## config.mk

```make
export PLATFORM = sky130hd
export DESIGN_NAME = tpm_interval_unit
export DESIGN_NICKNAME = d
export VERILOG_FILES = /design/src/sv/tpm_pkg.sv /design/src/sv/tpm_interval_unit.sv
export SDC_FILE = /design/constraint.sdc
export NUM_CORES = 1
export LEC_CHECK = 0
export BUFFER_PORTS_ARGS = -buffer_cell sky130_fd_sc_hd__buf_2
export CORE_MARGIN = 4
export CORE_UTILIZATION = 52
export CTS_CLUSTER_SIZE = 12
export DETAILED_ROUTE_END_ITERATION = 16
export GPL_ROUTABILITY_DRIVEN = 0
export GPL_TIMING_DRIVEN = 1
export PLACE_DENSITY_LB_ADDON = 0.1
export RECOVER_POWER = 25
export SYNTH_ARGS = -nofsm -noshare
export SYNTH_HDL_FRONTEND = slang
export SYNTH_SLANG_ARGS = --single-unit
```

## constraint.sdc

```tcl
create_clock -name aclk -period 3.5 [get_ports aclk]
set_input_delay 0.525 -clock aclk [delete_from_list [all_inputs] [get_ports aclk]]
set_output_delay 0.525 -clock aclk [all_outputs]
set_load 0.05 [all_outputs]
```

## src/sv/tpm_pkg.sv

```systemverilog
`default_nettype none

package tpm_pkg;

    // Default sizes of the two timestamp stores.
    localparam int DEPTH_DEF     = 64;
    localparam int TIME_BITS_DEF = 40;

    // Fixed field widths of the request and result channels.
    localparam int OP_W   = 2;
    localparam int TS_W   = 40;
    localparam int OFS_W  = 40;
    localparam int MAX_W  = 24;
    localparam int LIM_W  = MAX_W + 2;
    localparam int STAT_W = 2;
    localparam int IDX_W  = 6;

    // Request opcodes.
    localparam logic [OP_W-1:0] OP_APPEND_MIC = 2'd0;
    localparam logic [OP_W-1:0] OP_APPEND_REF = 2'd1;
    localparam logic [OP_W-1:0] OP_CLEAR      = 2'd2;
    localparam logic [OP_W-1:0] OP_FIND       = 2'd3;

    // Result status codes.
    localparam logic [STAT_W-1:0] STATUS_DONE     = 2'd0;
    localparam logic [STAT_W-1:0] STATUS_FULL     = 2'd1;
    localparam logic [STAT_W-1:0] STATUS_MATCH    = 2'd2;
    localparam logic [STAT_W-1:0] STATUS_NO_MATCH = 2'd3;

    // Sequencer states.
    typedef enum logic [2:0] {
        ST_IDLE,
        ST_MIC_RD,
        ST_MIC_ADJ,
        ST_SCAN,
        ST_RESULT
    } state_t;

    // Classification of one mic/reference pair, from the interval unit.
    typedef struct packed {
        logic valid;
        logic neg;
        logic pos;
        logic in_range;
    } pair_flags_t;

endpackage

`default_nettype wire

```

## src/sv/tpm_interval_unit.sv

```systemverilog
`default_nettype none

module tpm_interval_unit #(
    parameter int TIME_BITS = tpm_pkg::TIME_BITS_DEF,
    parameter int TAG_W     = 6
) (
    input  wire logic                                aclk,
    input  wire logic                                aresetn,
    input  wire logic                                flush,
    input  wire logic                                in_valid,
    input  wire logic signed [((TIME_BITS > tpm_pkg::TS_W) ? TIME_BITS : tpm_pkg::TS_W)+1:0]
                                                     mic_adj,
    input  wire logic [TIME_BITS-1:0]                ref_time,
    input  wire logic [TAG_W-1:0]                    in_tag,
    input  wire logic [tpm_pkg::LIM_W-1:0]           limit,
    output tpm_pkg::pair_flags_t                     flags,
    output logic [TAG_W-1:0]                         out_tag
);
    import tpm_pkg::*;

    localparam int IW    = ((TIME_BITS > TS_W) ? TIME_BITS : TS_W) + 2;
    localparam int CMP_W = IW + 1;

    logic                    valid_reg;
    logic signed [IW-1:0]    interval_reg;
    logic [TAG_W-1:0]        tag_reg;
    logic signed [IW-1:0]    ref_ext;
    logic signed [IW-1:0]    interval_next;
    logic signed [CMP_W-1:0] twice_interval;
    logic signed [CMP_W-1:0] limit_ext;

    // The shared subtractor: interval = (mic - offset) - ref.
    assign ref_ext       = IW'(ref_time);
    assign interval_next = mic_adj - ref_ext;

    always_ff @(posedge aclk) begin
        if (!aresetn) begin
            valid_reg <= 1'b0;
        end else begin
            valid_reg <= in_valid && !flush;
        end
    end

    always_ff @(posedge aclk) begin
        interval_reg <= interval_next;
        tag_reg      <= in_tag;
    end

    // Classify the registered interval and check it against 1.5 times the maximum.
    assign twice_interval = {interval_reg, 1'b0};
    assign limit_ext      = CMP_W'(limit);

    always_comb begin
        flags.valid    = valid_reg;
        flags.neg      = interval_reg[IW-1];
        flags.pos      = !interval_reg[IW-1] && (|interval_reg);
        flags.in_range = twice_interval < limit_ext;
    end

    assign out_tag = tag_reg;

endmodule

`default_nettype wire

```

# Yosys cells after proc, flatten, opt, wreduce, memory -nomap -nowiden
# Index checks and enable logic that the tools add are counted.
# word_totals
reg_bits	49
input_bits	118
out_inout_bits	10
word_cells	10
# op_classes
add_sub_neg	1
order_cmp	1
n_reduce_logical	5
# op_table
cell	n
43-bit by 27-bit < comparator with 1-bit output	1
42-bit OR reduction	1
42-bit by 41-bit subtractor with 42-bit output	1
1-bit logical AND	2
1-bit logical NOT	2

# Logic depth before layout (Yosys ltp)
# Gate-level depths: netlist (run 1).
# logic_depth
word_depth	2
mapped_depth	12
mapped_depth_nobuf	12

# Least setup slack after synthesis (run 1)
# OpenSTA, ideal clock, no wires.
# synth_timing
kind	input to output
start	input limit[20] (netlist bit)
end	output flags[0] (netlist bit)
arrival_ps	2459
t_required_ps	2975
path_slack_ps	516
path_stages	9
n_path_buf	0
path_cell_list	inv_1 -> ha_1 -> a21o_1 -> a21o_1 -> a21oi_1 -> nor2_1 -> nor4b_1 -> o21ai_0 -> a31oi_1
# synth_lines
element	line	text
from (decl)	tpm_interval_unit.sv:15	input wire logic [tpm_pkg::LIM_W-1:0] limit,
to (decl)	tpm_interval_unit.sv:16	output tpm_pkg::pair_flags_t flags,

==> out/qor.csv, run 1 <==
metric;value;unit
outcome;completed;
ios;128;
ys_seq_elements;49;
crit_required;2.97;ns
num_vias;3823;
top_usage_layer;met2;
met3_usage;0.02401;
routed_wl;9.398;mm
yosys-top-cells-area;dfxtp_1 24%, ha_1 20%, inv_1 6.8%;
final_hold_viol_count;0;
crit_fanout;2;
portBuffers;127;
numCtsBuffers;5;
yosysTopAreaCell;dfxtp_1;
synth_common_cells;74 x inv_1, 65 x ha_1, 49 x dfxtp_1, 46 x a21oi_1, 39 x nand2_1;
wire_per_inst;12.87;um
start_util;0.5304;
clockRootBuffer;clkbuf_8;
start_kind;input port;
p_comb_frac;0.403;
synthArstFlopShare;0;
synth_top_area_frac;0.2406;
postSynthCellCount;497;
synth_top_family_by_area;compound AO/OA/AOI/OAI gates;
power.internal;1127;uW
synth.area.mux_share;0;
min_period;2.944;ns
synthSimpleGateAreaFrac;0.1565;
syn_area_per_cell;8.205;um2
syn-cell-area;4078;um2
antenna_found_initial;0;
setup_tns;0;ns
met1_usage;0.2717;
path_class;input port to output port;
hp-class;input port to register;
syn_nets;681;
max_cap_viol_count;0;
post_cts_buffers;0;
n_fill_cell;744;
tightest_slew;0.5949;ns
rows;32;
p_sw_frac;0.3581;
rsz0062_at_grt;false;
setup_viol;0;
cts_tree;yes;
cts_max_path_buffers;2;
use_met2;0.3270;
dieArea;9323;um2
h-tree-depth;2;
ys_seq_area_frac;0.2406;
ir_drop;196.8;uV
die_x;96.56;um
drt_iter0_markers;88;
grt_first_pass_wirelength;14.70;mm
synth_warnings;0;
antenna_left;0;
end_kind;output port;
n_antenna_cell;0;
synth.most_common_cell;inv_1;
grt.overflow.total;0;
fin_crit_sh;0.8412;
fmax;0.3396;GHz
drive_above_1_share;0.2532;
synth_fa_ha_area_frac;0.2044;
first_pass_iters;4;
area_growth;20.01;%
die_y;96.56;um
grt_usage;0.1942;
relSlewSlack;0.6051;
clk_pin_slew;0.09;ns
viasPerCell;5.237;
synth_flop_cell;dfxtp_1;
holdBufCountCts;0;
arrival;2.42;ns
hpwlAfterDp;8.189;mm
drc_errors;0;
synth_xor_area_frac;0.08592;
total_power;1756;uW
grt_pass1_vias;3450;
cts.sinks;49;
slew_viol_final;0;
synth_edf_count;0;
p_leak;0.002512;uW
hold_ws;0.3251;ns
core-area;7687;um2
synth.distinct_cells;60;
utilization;0.6366;
grt_max_degree;16;
largest_reg_flops;42;
final_nets;811;
power_density;358.8;nW/um2
ctsResizeCount;0;
clockPowerShare;0.180;
synth_compound_area_frac;0.2372;
sequentialPowerShare;0.417;
p_sw;628.8;uW
==> cells in the final DEF, fill, tap and decap left out, types with 16 or more instances in the layout <==
| master | count |
|---|---|
| ha_1 | 65 |
| dfxtp_1 | 49 |
| buf_2 | 124 |
| nand2_1 | 39 |
| xnor2_1 | 24 |
| a21oi_1 | 46 |
| o21ai_0 | 28 |
| nor2_1 | 24 |
| xor2_1 | 16 |
| inv_1 | 74 |
==> metal layers <==
layer | share of wire | wire (um)
met1 | 0.47 | 4457
met2 | 0.45 | 4240
met3 | 0.072 | 679
met4 | 0.0022 | 21
met5 | 0 | 0
==> critical path: stages <==
cell	delay, ns
buf_2	0.08
inv_1	0.04
ha_1	0.30
a21o_1	0.18
a21o_1	0.17
a21oi_1	0.13
nor2_1	0.05
nor4b_1	0.25
o21ai_0	0.12
a31oi_1	0.26
buf_2	0.33
==> layout make-up <==
type | count | area, um2 | share of cell area
multi-input combinational | 370 | 2789 | 0.5699
sequential | 49 | 980.9 | 0.2005
timing repair buffer | 127 | 631.9 | 0.1291
inverter | 74 | 277.8 | 0.05676
tap | 102 | 127.6 | 0.02608
clock buffer | 5 | 68.82 | 0.01406
clock inverter | 3 | 17.52 | 0.003580
==> path summary, 6_finish.rpt <==
check / start / endpoint / depth (start not counted)
worst max-delay path: limit[20] / flags[0] / 11
worst min-delay path: in_tag[3] / out_tag[3]$_DFF_P_ / 1
==> through the flow <==
stage	instances	cell area, um2	worst slack [ns]
floorplan	497	4078	0.5164
global placement	722	4811	0.4854
detailed placement	722	4811	0.4517
CTS	730	4897	0.5432
global route	730	4893	0.3556
finish	730	4893	0.5557
==> power by group through the flow <==
stage	Combinational, uW	Sequential (uW)	Clock [uW]
after floorplan	512	736	0
after global placement	684	743	0
after detailed placement	705	744	0
after CTS	711	732	325
after global routing	799	743	346
final	708	731	317
==> cell families (layout without fill, tap and decap cells) <==
logic type,after synthesis,in the layout
DFF,49,49
and+or+nand+nor,124,124
adders and majority gates,66,66
AOI/OAI and AO/OA,140,140
xor gates and xnor gates,40,40
buffers and inverters,78,209
Note: power is estimated with default switching activity, not from simulation.
==> run 2, diff against run 1 <==
--- a/config.mk
+++ b/config.mk
@@ -5,9 +5,10 @@
 export SDC_FILE = /design/constraint.sdc
 export NUM_CORES = 1
 export LEC_CHECK = 0
+export ABC_AREA = 1
 export BUFFER_PORTS_ARGS = -buffer_cell sky130_fd_sc_hd__buf_2
 export CORE_MARGIN = 4
-export CORE_UTILIZATION = 52
+export CORE_UTILIZATION = 50
 export CTS_CLUSTER_SIZE = 12
 export DETAILED_ROUTE_END_ITERATION = 16
 export GPL_ROUTABILITY_DRIVEN = 0
==> constraint.sdc (replaced) <==
create_clock -name aclk -period 2.7 [get_ports aclk]
set_input_delay 0.405 -clock aclk [delete_from_list [all_inputs] [get_ports aclk]]
set_output_delay 0.405 -clock aclk [all_outputs]
set_load 0.05 [all_outputs]
==> run 2 against run 1 <==
Net effect:
- flip-flop and latch count stayed put
- area after synthesis grew 27%
- critical path depth down 2
- clock power up 39%
- power up 41%
- critical endpoint unchanged
==> out/qor.csv, run 2 <==
metric;value;unit
outcome;completed;
synth.most_common_cell;nand2_1;
crit_required;2.30;ns
clk_pin_slew;0.10;ns
grt_max_degree;18;
mostFrequentLayoutCell;nand2_1;
grt.overflow.total;0;
grt_pass1_vias;4777;
fin_crit_sh;0.8544;
setup_tns;0;ns
yosysTopAreaCell;nand2_1;
fin_area;6070;um2
core-area;9955;um2
min_period;2.307;ns
rsz0062_at_grt;false;
total_power;2471;uW
dieArea;12080;um2
multi_input_area;3388;um2
ys_seq_area_frac;0.1889;
area_growth;16.86;%
path_class;register to output port;
path_common_cell;nand3_1;
synth_edf_count;0;
cts_max_path_buffers;2;
viasPerCell;4.619;
register_area;980.9;um2
max_cap_viol_count;0;
arrival;1.90;ns
grt_usage;0.2128;
use_met2;0.3163;
ir_drop;305.1;uV
synth_top_area_frac;0.2074;
met3_usage;0.01938;
syn_nets;1072;
largest_reg_flops;42;
hpwlAfterDp;11.34;mm
drc_errors;0;
rows;36;
cts_tree;yes;
top_usage_layer;met1;
synth.distinct_cells;28;
placed_area;5981;um2
clockRootBuffer;clkbuf_8;
ys_seq_elements;49;
hp-class;input port to register;
synth_warnings;0;
die_x;109.9;um
numCtsBuffers;5;
p_leak;0.003811;uW
start_kind;register;
utilization;0.6097;
setup_viol;0;
syn_area_per_cell;5.849;um2
syn-cell-area;5194;um2
n_antenna_cell;0;
first_pass_iters;7;
crit_chain;ha_1 -> nand3_1 -> nor3_1 -> nand3_1 -> nor2_1 -> nand2_1 -> nand3_1 -> nand2_1 -> buf_2;
ctsResizeCount;0;
wire_per_inst;10.88;um
synthArstFlopShare;0;
crit_fanout;2;
slew_viol_final;0;
n_fill_cell;1064;
yosys-top-cells-area;nand2_1 21%, dfxtp_1 19%, ha_1 16%;
postSynthCellCount;888;
post_cts_buffers;0;
holdBufCountCts;0;
die_y;109.9;um
h-tree-depth;2;
met1_usage;0.3312;
antenna_found_initial;0;
final_hold_viol_count;0;
fin_cells;1154;
crit_path_max_incr_delay;0.36;ns
drive_above_1_share;0.1714;
power_density;407.1;nW/um2
final_nets;1204;
start_util;0.5217;
portBuffers;127;
drt_iter0_markers;256;
dp.cells;1146;
final_cell_mix;288 x nand2_1, 214 x inv_1, 124 x buf_2, 75 x nor2_1, 65 x ha_1;
num_vias;5330;
relSlewSlack;0.6074;
fmax;0.4335;GHz
synth_flop_cell;dfxtp_1;
antenna_left;0;
cts.sinks;49;
synth_common_cells;287 x nand2_1, 214 x inv_1, 75 x nor2_1, 65 x ha_1, 49 x dfxtp_1;
critPathSlowestCell;dfxtp_1;
routed_wl;12.56;mm
tightest_slew;0.5914;ns
grt_first_pass_wirelength;20.71;mm
ios;128;
end_kind;output port;
[run 2: path summary, 6_finish.rpt]
check                                    start                  to  slack, ns  cells past startpoint
worst max-delay path  interval_reg[24]$_DFF_P_            flags[0]       0.39                      9
worst min-delay path                 in_tag[2]  out_tag[2]$_DFF_P_       0.20                      1
[run 2: stage by stage]
stage / hold slack, ns / setup WS [ns]
2_1_floorplan: 0.4327 / 0.6996
3_3_place_gp: 0.5069 / 0.5656
3_5_place_dp: 0.5091 / 0.5445
4_1_cts: 0.1910 / 0.3855
5_1_grt: 0.1759 / 0.2467
6_report: 0.1997 / 0.3931
[run 2: where the power goes]
part	internal (uW)	switching, uW	total, uW
sequential	861	77.1	938
clock	188	252	440
combinational	422	671	1090
total	1470	1000	2470
[run 2: kinds of logic (layout without fill, tap and decap cells)]
group,count (synthesis),after routing,share of synthesized area
AOI/OAI and AO/OA,64,64,0.06456
adders and majority gates,66,66,0.1604
xor gates and xnor gates,24,24,0.04047
buffers and inverters,217,350,0.1583
and+or+nand+nor,468,468,0.3874
DFF,49,49,0.1889
[run 2: cell type report]
class,instances,area share
inverters,215,0.1330
flip-flops and latches,49,0.1616
clock buffers,5,0.01134
well taps,133,0.02742
multi-input cells,622,0.5582
repair buffers,127,0.1041
clock inverters,3,0.004329
[run 2: per-layer routing]
metal,vias to the layer above,routed length [um]
met1,2227,6844
met4,0,123
met3,12,818
met5,-,0
met2,153,4770
li1,2938,-
[run 2: critical path, delay by kind of cell, from the launching register on]
kind	cells	cell delay [ns]
fa+ha+maj	1	0.30
buf+inv	1	0.20
flops	1	0.36
simple gates	7	0.74
